### config.mk
export PLATFORM = sky130hd
export DESIGN_NAME = flat_json_key_value_extractor
export DESIGN_NICKNAME = d
export VERILOG_FILES = /design/src/hdl/fjkv_pkg.sv /design/src/hdl/fjkv_scan.sv /design/src/hdl/fjkv_rq.sv /design/src/hdl/flat_json_key_value_extractor.sv
export SDC_FILE = /design/constraint.sdc
export NUM_CORES = 1
export LEC_CHECK = 0
export ABC_AREA = 1
export BUFFER_PORTS_ARGS = -buffer_cell sky130_fd_sc_hd__buf_4
export CORE_MARGIN = 1.5
export CORE_UTILIZATION = 50
export DETAILED_ROUTE_END_ITERATION = 8
export GPL_TIMING_DRIVEN = 0
export MAX_ROUTING_LAYER = met4
export PLACE_DENSITY = 0.71
export SKIP_LAST_GASP = 1
export SYNTH_ARGS = -nofsm -noshare
export SYNTH_HDL_FRONTEND = slang
export SYNTH_SLANG_ARGS = --single-unit
### constraint.sdc
create_clock -name clk -period 4.31 [get_ports clk]
set_clock_uncertainty 0.05 [all_clocks]
set_input_delay 0.2155 -clock clk [delete_from_list [all_inputs] [get_ports clk]]
set_output_delay 0.2155 -clock clk [all_outputs]
set_load 0.05 [all_outputs]
### src/hdl/fjkv_pkg.sv
package fjkv_pkg;

	localparam int unsigned MAX_KEY_BYTES = 32;
	localparam int unsigned DEPTH_BITS    = 16;
	localparam int unsigned KEY_LEN_BITS  = 6;
	localparam int unsigned KEY_REGS      = 4;
	localparam int unsigned CFG_IDX_BITS  = 3;
	localparam int unsigned CFG_DATA_BITS = 64;

	localparam logic [CFG_IDX_BITS-1:0] REG_KEY_LENGTH = 3'd0;
	localparam logic [CFG_IDX_BITS-1:0] REG_KEY_LOW    = 3'd1;
	localparam logic [CFG_IDX_BITS-1:0] REG_KEY_MID    = 3'd2;
	localparam logic [CFG_IDX_BITS-1:0] REG_KEY_HIGH   = 3'd3;
	localparam logic [CFG_IDX_BITS-1:0] REG_KEY_TOP    = 3'd4;

	localparam logic [7:0] CH_QUOTE  = 8'h22;
	localparam logic [7:0] CH_BSLASH = 8'h5C;
	localparam logic [7:0] CH_LBRACE = 8'h7B;
	localparam logic [7:0] CH_LBRACK = 8'h5B;
	localparam logic [7:0] CH_RBRACE = 8'h7D;
	localparam logic [7:0] CH_RBRACK = 8'h5D;
	localparam logic [7:0] CH_COLON  = 8'h3A;
	localparam logic [7:0] CH_N      = 8'h6E;
	localparam logic [7:0] CH_T      = 8'h74;
	localparam logic [7:0] CH_R      = 8'h72;
	localparam logic [7:0] CH_LF     = 8'h0A;
	localparam logic [7:0] CH_TAB    = 8'h09;
	localparam logic [7:0] CH_CR     = 8'h0D;
	localparam logic [7:0] CH_SPACE  = 8'h20;

	localparam logic KIND_VALUE = 1'b0;
	localparam logic KIND_END   = 1'b1;

	localparam int unsigned QDEPTH    = 4;
	localparam int unsigned QPTR_BITS = 2;
	localparam int unsigned QCNT_BITS = 3;

	typedef struct packed {
		logic       kind;
		logic [7:0] vbyte;
		logic       found;
	} res_t;

	typedef struct packed {
		logic [1:0] count;
		res_t       first;
		res_t       second;
	} res_pair_t;

	function automatic logic is_space(input logic [7:0] c);
		return (c == CH_SPACE) || ((c >= CH_TAB) && (c <= CH_CR));
	endfunction

endpackage

### src/hdl/fjkv_scan.sv
module fjkv_scan (
	input  logic                                   clk,
	input  logic                                   arst_n,
	input  logic                                   cfg_we,
	input  logic [fjkv_pkg::CFG_IDX_BITS-1:0]      cfg_index,
	input  logic [fjkv_pkg::CFG_DATA_BITS-1:0]     cfg_data,
	input  logic                                   item_valid,
	input  logic [7:0]                             item_byte,
	input  logic                                   item_end,
	output fjkv_pkg::res_pair_t                    res
);

	typedef enum logic [2:0] {
		M_OUT   = 3'd0,
		M_STR   = 3'd1,
		M_KEY   = 3'd2,
		M_COLON = 3'd3,
		M_VWAIT = 3'd4,
		M_VAL   = 3'd5,
		M_DONE  = 3'd6
	} mode_t;

	localparam logic [fjkv_pkg::DEPTH_BITS-1:0] DEPTH_MAX = '1;
	localparam logic [fjkv_pkg::KEY_LEN_BITS-1:0] KEY_LEN_MAX =
		fjkv_pkg::KEY_LEN_BITS'(fjkv_pkg::MAX_KEY_BYTES);

	logic [fjkv_pkg::KEY_LEN_BITS-1:0]                     key_len_q;
	logic [fjkv_pkg::KEY_REGS-1:0][fjkv_pkg::CFG_DATA_BITS-1:0] key_q;

	mode_t                              mode_q, mode_n;
	logic [fjkv_pkg::DEPTH_BITS-1:0]    depth_q, depth_n;
	logic [fjkv_pkg::KEY_LEN_BITS-1:0]  pos_q, pos_n;
	logic                               esc_q, esc_n;

	logic [fjkv_pkg::KEY_LEN_BITS-1:0]  key_len;
	logic [7:0]                         key_byte;
	logic                               hit;
	logic                               outside;
	logic [7:0]                         vb;

	always_ff @(posedge clk or negedge arst_n) begin
		if (!arst_n) begin
			key_len_q <= '0;
			key_q     <= '0;
		end else if (cfg_we) begin
			unique case (cfg_index)
				fjkv_pkg::REG_KEY_LENGTH: key_len_q <= cfg_data[fjkv_pkg::KEY_LEN_BITS-1:0];
				fjkv_pkg::REG_KEY_LOW:    key_q[0] <= cfg_data;
				fjkv_pkg::REG_KEY_MID:    key_q[1] <= cfg_data;
				fjkv_pkg::REG_KEY_HIGH:   key_q[2] <= cfg_data;
				fjkv_pkg::REG_KEY_TOP:    key_q[3] <= cfg_data;
				default: begin
				end
			endcase
		end
	end

	assign key_len  = (key_len_q > KEY_LEN_MAX) ? KEY_LEN_MAX : key_len_q;
	assign key_byte = key_q[pos_q[4:3]][{pos_q[2:0], 3'b000} +: 8];
	assign hit      = (pos_q < key_len) && (item_byte == key_byte);

	always_comb begin
		mode_n  = mode_q;
		depth_n = depth_q;
		pos_n   = pos_q;
		esc_n   = esc_q;
		res     = '0;
		outside = 1'b0;
		vb      = item_byte;

		unique case (mode_q)
			M_STR: begin
				if (esc_q) begin
					esc_n = 1'b0;
				end else if (item_byte == fjkv_pkg::CH_BSLASH) begin
					esc_n = 1'b1;
				end else if (item_byte == fjkv_pkg::CH_QUOTE) begin
					mode_n = M_OUT;
				end
			end
			M_KEY: begin
				if (!esc_q && item_byte == fjkv_pkg::CH_QUOTE) begin
					mode_n = (pos_q == key_len) ? M_COLON : M_OUT;
					pos_n  = '0;
				end else begin
					if (esc_q) begin
						esc_n = 1'b0;
					end else if (item_byte == fjkv_pkg::CH_BSLASH) begin
						esc_n = 1'b1;
					end
					if (hit) begin
						pos_n = pos_q + 6'd1;
					end else begin
						mode_n = M_STR;
						pos_n  = '0;
					end
				end
			end
			M_COLON: begin
				if (!fjkv_pkg::is_space(item_byte)) begin
					if (item_byte == fjkv_pkg::CH_COLON) begin
						mode_n = M_VWAIT;
					end else begin
						mode_n  = M_OUT;
						outside = 1'b1;
					end
				end
			end
			M_VWAIT: begin
				if (!fjkv_pkg::is_space(item_byte)) begin
					if (item_byte == fjkv_pkg::CH_QUOTE) begin
						mode_n = M_VAL;
						esc_n  = 1'b0;
					end else begin
						mode_n           = M_DONE;
						res.count        = 2'd1;
						res.first.kind   = fjkv_pkg::KIND_END;
						res.first.found  = 1'b0;
					end
				end
			end
			M_VAL: begin
				if (esc_q) begin
					priority if (item_byte == fjkv_pkg::CH_N) begin
						vb = fjkv_pkg::CH_LF;
					end else if (item_byte == fjkv_pkg::CH_T) begin
						vb = fjkv_pkg::CH_TAB;
					end else if (item_byte == fjkv_pkg::CH_R) begin
						vb = fjkv_pkg::CH_CR;
					end else begin
						vb = item_byte;
					end
					esc_n           = 1'b0;
					res.count       = 2'd1;
					res.first.kind  = fjkv_pkg::KIND_VALUE;
					res.first.vbyte = vb;
				end else if (item_byte == fjkv_pkg::CH_BSLASH) begin
					esc_n = 1'b1;
				end else if (item_byte == fjkv_pkg::CH_QUOTE) begin
					mode_n          = M_DONE;
					res.count       = 2'd1;
					res.first.kind  = fjkv_pkg::KIND_END;
					res.first.found = 1'b1;
				end else begin
					res.count       = 2'd1;
					res.first.kind  = fjkv_pkg::KIND_VALUE;
					res.first.vbyte = item_byte;
				end
			end
			M_DONE: begin
			end
			M_OUT: begin
				outside = 1'b1;
			end
			default: begin
				mode_n  = M_OUT;
				outside = 1'b1;
			end
		endcase

		if (outside) begin
			if (item_byte == fjkv_pkg::CH_QUOTE) begin
				mode_n = (depth_q == fjkv_pkg::DEPTH_BITS'(1)) ? M_KEY : M_STR;
				pos_n  = '0;
				esc_n  = 1'b0;
			end else if (item_byte == fjkv_pkg::CH_LBRACE || item_byte == fjkv_pkg::CH_LBRACK) begin
				if (depth_q != DEPTH_MAX) begin
					depth_n = depth_q + fjkv_pkg::DEPTH_BITS'(1);
				end
			end else if (item_byte == fjkv_pkg::CH_RBRACE || item_byte == fjkv_pkg::CH_RBRACK) begin
				if (depth_q != '0) begin
					depth_n = depth_q - fjkv_pkg::DEPTH_BITS'(1);
				end
			end
		end

		if (item_end) begin
			if (mode_n != M_DONE) begin
				if (res.count == 2'd0) begin
					res.first.kind  = fjkv_pkg::KIND_END;
					res.first.found = (mode_n == M_VAL);
				end else begin
					res.second.kind  = fjkv_pkg::KIND_END;
					res.second.found = (mode_n == M_VAL);
				end
				res.count = res.count + 2'd1;
			end
			mode_n  = M_OUT;
			depth_n = '0;
			pos_n   = '0;
			esc_n   = 1'b0;
		end
	end

	always_ff @(posedge clk or negedge arst_n) begin
		if (!arst_n) begin
			mode_q  <= M_OUT;
			depth_q <= '0;
			pos_q   <= '0;
			esc_q   <= 1'b0;
		end else if (item_valid) begin
			mode_q  <= mode_n;
			depth_q <= depth_n;
			pos_q   <= pos_n;
			esc_q   <= esc_n;
		end
	end

	a_value_only_in_val: assert property (@(posedge clk) disable iff (!arst_n)
		item_valid && res.count != 2'd0 && res.first.kind == fjkv_pkg::KIND_VALUE
		|-> mode_q == M_VAL)
		else $error("value byte emitted outside a value string");

	a_pair_ends_search: assert property (@(posedge clk) disable iff (!arst_n)
		item_valid && res.count == 2'd2
		|-> item_end && res.second.kind == fjkv_pkg::KIND_END
		&& res.first.kind == fjkv_pkg::KIND_VALUE)
		else $error("two results without a closing marker");

	a_end_resets_scan: assert property (@(posedge clk) disable iff (!arst_n)
		item_valid && item_end |=> mode_q == M_OUT && depth_q == '0 && !esc_q)
		else $error("scan state not cleared after last byte");

endmodule

### src/hdl/fjkv_rq.sv
module fjkv_rq (
	input  logic                clk,
	input  logic                arst_n,
	input  logic                push_en,
	input  fjkv_pkg::res_pair_t push,
	output logic                room,
	output logic                out_valid,
	input  logic                out_stall,
	output logic                result_kind,
	output logic [7:0]          value_byte,
	output logic                key_found
);

	fjkv_pkg::res_t                      entry_q [fjkv_pkg::QDEPTH];
	logic [fjkv_pkg::QPTR_BITS-1:0]      wr_ptr_q, rd_ptr_q;
	logic [fjkv_pkg::QCNT_BITS-1:0]      count_q;
	logic [1:0]                          n_push;
	logic                                pop;
	fjkv_pkg::res_t                      head;

	assign n_push    = push_en ? push.count : 2'd0;
	assign pop       = out_valid && !out_stall;
	assign out_valid = (count_q != '0);
	assign room      = (count_q <= fjkv_pkg::QCNT_BITS'(fjkv_pkg::QDEPTH - 2));
	assign head      = entry_q[rd_ptr_q];

	assign result_kind = head.kind;
	assign value_byte  = head.vbyte;
	assign key_found   = head.found;

	always_ff @(posedge clk) begin
		if (n_push != 2'd0) begin
			entry_q[wr_ptr_q] <= push.first;
		end
		if (n_push == 2'd2) begin
			entry_q[wr_ptr_q + fjkv_pkg::QPTR_BITS'(1)] <= push.second;
		end
	end

	always_ff @(posedge clk or negedge arst_n) begin
		if (!arst_n) begin
			wr_ptr_q <= '0;
			rd_ptr_q <= '0;
			count_q  <= '0;
		end else begin
			wr_ptr_q <= wr_ptr_q + fjkv_pkg::QPTR_BITS'(n_push);
			rd_ptr_q <= rd_ptr_q + fjkv_pkg::QPTR_BITS'(pop);
			count_q  <= count_q + fjkv_pkg::QCNT_BITS'(n_push)
				- fjkv_pkg::QCNT_BITS'(pop);
		end
	end

	a_no_overflow: assert property (@(posedge clk) disable iff (!arst_n)
		count_q <= fjkv_pkg::QCNT_BITS'(fjkv_pkg::QDEPTH))
		else $error("result queue overflow");

	a_push_has_room: assert property (@(posedge clk) disable iff (!arst_n)
		push_en |-> room)
		else $error("item pushed without room");

	a_head_holds: assert property (@(posedge clk) disable iff (!arst_n)
		out_valid && out_stall |=> out_valid && $stable(head))
		else $error("stalled result changed");

endmodule

### src/hdl/flat_json_key_value_extractor.sv
// Flat JSON key/value extractor.
// Input channel (in_valid/in_stall) carries one document byte per item with
// doc_end marking the last byte. Output channel (out_valid/out_stall) carries
// result items: value bytes of the matched top-level string field
// (result_kind 0), then one end marker (result_kind 1) with key_found.
// Configuration: write key_length and the four key byte words through
// cfg_we/cfg_index/cfg_data while the block is idle; writes land at once.
// A byte accepted into the input register passes through the combinational scan
// into the result queue, whose head drives the output. Throughput: one byte per
// cycle while the queue has room; a byte that yields two results (value byte plus
// end marker on the last byte) pushes both. The rate is set by the scan and the
// four-entry result queue, which takes a new byte while it holds two or fewer.
// Reset clears the key registers, scan state, the input register and the
// queue. When the receiver stalls, results wait in the queue; once it holds
// more than two, in_stall rises and the byte in the input register holds.
module flat_json_key_value_extractor (
	input  logic                               clk,
	input  logic                               arst_n,
	input  logic                               cfg_we,
	input  logic [fjkv_pkg::CFG_IDX_BITS-1:0]  cfg_index,
	input  logic [fjkv_pkg::CFG_DATA_BITS-1:0] cfg_data,
	input  logic                               in_valid,
	output logic                               in_stall,
	input  logic [7:0]                         doc_byte,
	input  logic                               doc_end,
	output logic                               out_valid,
	input  logic                               out_stall,
	output logic                               result_kind,
	output logic [7:0]                         value_byte,
	output logic                               key_found
);

	logic                valid_s1;
	logic [7:0]          byte_s1;
	logic                end_s1;
	logic                room;
	logic                consume;
	fjkv_pkg::res_pair_t res;

	assign consume  = valid_s1 && room;
	assign in_stall = valid_s1 && !room;

	always_ff @(posedge clk or negedge arst_n) begin
		if (!arst_n) begin
			valid_s1 <= 1'b0;
		end else if (in_valid && !in_stall) begin
			valid_s1 <= 1'b1;
		end else if (consume) begin
			valid_s1 <= 1'b0;
		end
	end

	always_ff @(posedge clk) begin
		if (in_valid && !in_stall) begin
			byte_s1 <= doc_byte;
			end_s1  <= doc_end;
		end
	end

	fjkv_scan u_scan (
		.clk        (clk),
		.arst_n     (arst_n),
		.cfg_we     (cfg_we),
		.cfg_index  (cfg_index),
		.cfg_data   (cfg_data),
		.item_valid (consume),
		.item_byte  (byte_s1),
		.item_end   (end_s1),
		.res        (res)
	);

	fjkv_rq u_rq (
		.clk         (clk),
		.arst_n      (arst_n),
		.push_en     (consume),
		.push        (res),
		.room        (room),
		.out_valid   (out_valid),
		.out_stall   (out_stall),
		.result_kind (result_kind),
		.value_byte  (value_byte),
		.key_found   (key_found)
	);

endmodule

==> metrics.txt <==
result of the run complete, no violations; Hold Path Sink u_scan.key_q[4]; detailed-route DRC error count 0; minimum setup slack in the final design 0.2053 ns; global-route wire length before repair 89.08 mm; maximum fanout count along the critical path 10; remaining antenna violation count 0; Lkg Pwr 0.009757 uW; kind of capture point of the worst setup path flop; Post-Route Utilization 0.6084; share of cell area taken by muxes after synthesis 0; die boundary width 186.7 um; DIE AREA 34860 um2; Clock Tree Root sky130_fd_sc_hd__clkbuf_16; share of the synthesized area in compound gates (AO/OA/AOI/OAI) 0.1326; net count reported at finish 2497; area of the mapped netlist 16870 um2; CTS tree yes; number of global-route vias before repair 15542; depth of the CTS H-tree 2; total wire length 57.85 mm; number of hold violations in the final report 0; worst hold path startpoint cfg_data[4]; Reg clk slew, reported paths 0.06 ns; area overhead of the layout relative to synthesis 20.29%; worst hold stages 3; post-CTS setup buffers 0; average footprint of a synthesized cell 7.709 um2; Post-Synth XOR/XNOR Area 0.006228; overall overflow remaining after global route 0; share of flip-flops with an asynchronous set or reset 0.8580; Warnings, synthesis 0; kind of start point of the critical path flop; number of synthesized flops with an enable pin 17; maximum number of pins on one net before global-route repair 110; # port buffers 92; clock buffer count from CTS 39; Post-Synth Simple-Gate Area 0.2701; internal reg-to-reg setup slack 0.21 ns; post-synth net total 2288; commonest cells after routing, fill and taps aside 698 x sky130_fd_sc_hd__nand2_1, 339 x sky130_fd_sc_hd__o21ai_0, 296 x sky130_fd_sc_hd__dfrtp_1; worst flop-to-flop path endpoint u_rq.count_q[2]; headroom to the max-slew limit 0.3406; Antenna Diode Count 0; post-DP HPWL 38.73 mm; die height 186.7 um; main combinational cell family by area after synthesis simple AND/OR/NAND/NOR gates; worst flop-to-flop path startpoint u_scan.pos_q[0]; required arrival time at the worst endpoint 4.72 ns; vias after detailed routing 16384; path depth of the worst reg2reg path 23; post-route clock period utilization 0.9524; Total Routing Usage GR 0.3419; leading cell type in the layout, fill and taps excluded sky130_fd_sc_hd__nand2_1; post-synthesis cell count 2189; starting density of the core 0.5058; Fin Hold WS 0.004600 ns; main flop type after synthesis sky130_fd_sc_hd__dfrtp_1; worst hold path class in2reg; fraction of final layout cells sized beyond drive strength 1 0.1014; Worst Max-Slew Pin Slew 0.9800 ns; area taken by flip-flops and latches 8558 um2; number of DRC violations after detailed-routing iteration 0 1968; Adder-Cell Fraction of Synth Area 0.01379; fillcell total 3066; area of the core region 33360 um2; signal arrival time at the worst endpoint 4.52 ns; wire per inst 20.13 um; number of antenna violations at the first check in global routing 0; final estimated routing congestion in global placement 0.9616; count of cell types in the netlist 44; area of combinational cells with multiple inputs 7164 um2; setup repair after global routing missed its margin true; number of max-capacitance violations reported 0; Setup CP Type reg2reg; number of vias per cell after detailed routing 5.701; pre-CTS WS 0.04938 ns; clock latency on the worst-skew pair 0.55 ns; ratio of total power to cell area 514.1 nW/um2; total clock sinks 345; Final min period 4.105 ns; number of storage elements in the synthesis netlist 345; num rows 67; detailed-router iteration count before antenna repair 6; Max Freq 243.6 MHz; sequential share of the synthesized area 0.5072; peak ir drop on the vdd network 0.0005998 V; Clock Path Buffers 3; I/O pin total 93; max-slew violation count 0; final number of setup-violating endpoints 0
## where the power goes
| group | switching, uW | internal (uW) |
|---|---|---|
| logic | 1740 | 957 |
| clock network | 1360 | 1930 |
| registers | 446 | 4010 |
## registers in the layout (all words and copies together), names as in the netlist
signal            cells
u_scan.key_q        256
u_scan.esc_q          1
valid_s1              1
u_scan.key_len_q      6
u_rq.count_q          3
u_scan.pos_q          6
end_s1                1
u_scan.depth_q       16
byte_s1               8
u_scan.mode_q         3
u_rq.rd_ptr_q         2
u_rq.entry_q         40
u_rq.wr_ptr_q         2
## cells by family after synthesis
kind of cell,after synthesis
and+or+nand+nor,1113
buffers and inverters,274
adders and majority gates,18
DFF,345
AOI/OAI and AO/OA,427
xor gates and xnor gates,12
## cell type report
| class | instances | area share |
|---|---|---|
| multi-input combinational | 1570 | 0.3530 |
| buffer | 120 | 0.03372 |
| tap | 448 | 0.02762 |
| clock inverter | 8 | 0.003945 |
| inverter | 154 | 0.02885 |
| sequential | 345 | 0.4216 |
| timing repair buffer | 168 | 0.07360 |
| clock buffer | 61 | 0.05770 |
## cells in the mapped netlist (2+ instances only)
master,instances,area share
sky130_fd_sc_hd__nor4_1,5,0.0019
sky130_fd_sc_hd__nand4_1,10,0.0037
sky130_fd_sc_hd__nor3_2,2,0.0012
sky130_fd_sc_hd__dfrtp_1,296,0.44
sky130_fd_sc_hd__inv_2,8,0.0018
sky130_fd_sc_hd__o22ai_1,7,0.0026
sky130_fd_sc_hd__xnor2_1,2,0.0010
sky130_fd_sc_hd__ha_1,17,0.013
sky130_fd_sc_hd__clkinv_1,4,0.00089
sky130_fd_sc_hd__buf_2,29,0.0086
sky130_fd_sc_hd__a21oi_1,46,0.014
sky130_fd_sc_hd__nand2_1,705,0.16
sky130_fd_sc_hd__edfxtp_1,17,0.030
sky130_fd_sc_hd__o31ai_1,2,0.00089
sky130_fd_sc_hd__o21a_1,2,0.00089
sky130_fd_sc_hd__nand2_2,9,0.0033
sky130_fd_sc_hd__o21ai_1,7,0.0021
sky130_fd_sc_hd__dfxtp_1,32,0.038
sky130_fd_sc_hd__nor2_1,157,0.035
sky130_fd_sc_hd__a211oi_1,6,0.0027
sky130_fd_sc_hd__clkbuf_1,66,0.015
sky130_fd_sc_hd__buf_6,10,0.0067
sky130_fd_sc_hd__nand3_1,200,0.059
sky130_fd_sc_hd__xor2_1,10,0.0052
sky130_fd_sc_hd__buf_4,11,0.0049
sky130_fd_sc_hd__inv_1,141,0.031
sky130_fd_sc_hd__o22ai_2,3,0.0022
sky130_fd_sc_hd__nor3b_1,4,0.0018
sky130_fd_sc_hd__nor2_2,4,0.0015
sky130_fd_sc_hd__a31oi_1,5,0.0019
sky130_fd_sc_hd__nor3_1,14,0.0042
sky130_fd_sc_hd__buf_1,4,0.00089
sky130_fd_sc_hd__o211ai_1,3,0.0013
sky130_fd_sc_hd__o21ai_0,340,0.10
sky130_fd_sc_hd__nand3_2,2,0.0012
## timing repair
| item | 4_1_cts | 5_1_grt |
|---|---|---|
| gates resized for setup | 3 | 54 |
| hold endpoints to repair | 341 | 0 |
| setup endpoints to repair | 3 | 51 |
| hold buffers | 74 | 0 |
## worst max-delay path: stages (launching register included)
cell	delay, ns
sky130_fd_sc_hd__dfrtp_1	0.45
sky130_fd_sc_hd__buf_6	0.22
sky130_fd_sc_hd__clkinv_2	0.25
sky130_fd_sc_hd__clkbuf_4	0.34
sky130_fd_sc_hd__nand3_1	0.17
sky130_fd_sc_hd__nand2_1	0.14
sky130_fd_sc_hd__nand2_1	0.09
sky130_fd_sc_hd__nand4_1	0.11
sky130_fd_sc_hd__nand3_1	0.11
sky130_fd_sc_hd__nand2_1	0.07
sky130_fd_sc_hd__nor2_2	0.15
sky130_fd_sc_hd__nand3_1	0.09
sky130_fd_sc_hd__nand2_1	0.07
sky130_fd_sc_hd__nand2_1	0.08
sky130_fd_sc_hd__nand3_1	0.11
sky130_fd_sc_hd__nand2_1	0.06
sky130_fd_sc_hd__ha_1	0.29
sky130_fd_sc_hd__a22oi_2	0.08
sky130_fd_sc_hd__inv_1	0.15
sky130_fd_sc_hd__ha_1	0.16
sky130_fd_sc_hd__inv_1	0.04
sky130_fd_sc_hd__fa_1	0.38
sky130_fd_sc_hd__xnor2_1	0.18
sky130_fd_sc_hd__xor2_1	0.15
## worst max path at each step
stage                                    from            endpoint  slack, ns  depth (start not counted)
after floorplan           u_scan.key_len_q[2]     u_rq.count_q[2]       0.87                         24
after global placement        u_scan.pos_q[4]  u_rq.entry_q[3][9]       0.09                         21
after detailed placement      u_scan.pos_q[0]     u_rq.count_q[2]       0.05                         23
after CTS                     u_scan.pos_q[4]  u_rq.entry_q[3][0]      0.006                         23
after global routing          u_scan.pos_q[0]     u_rq.count_q[2]      -0.06                         23
final                         u_scan.pos_q[0]     u_rq.count_q[2]       0.21                         23
## through the flow
stage	total power, uW	setup TNS (ns)	instance area [um2]	instances
after floorplan	6264	0	16870	2189
after global placement	6988	0	18130	2729
after detailed placement	7092	0	18190	2731
after CTS	10400	0	20180	2874
after global routing	10990	-0.3455	20300	2874
final	10440	0	20300	2874
## metal layers
metal / vias up / GRT usage / part of all wire
met5: - / - / 0
met4: 0 / 0.1507 / 0.049
met3: 204 / 0.07485 / 0.11
met2: 874 / 0.5089 / 0.44
met1: 7762 / 0.4503 / 0.41
li1: 7544 / - / -
Power figures use the tool's default switching activity.
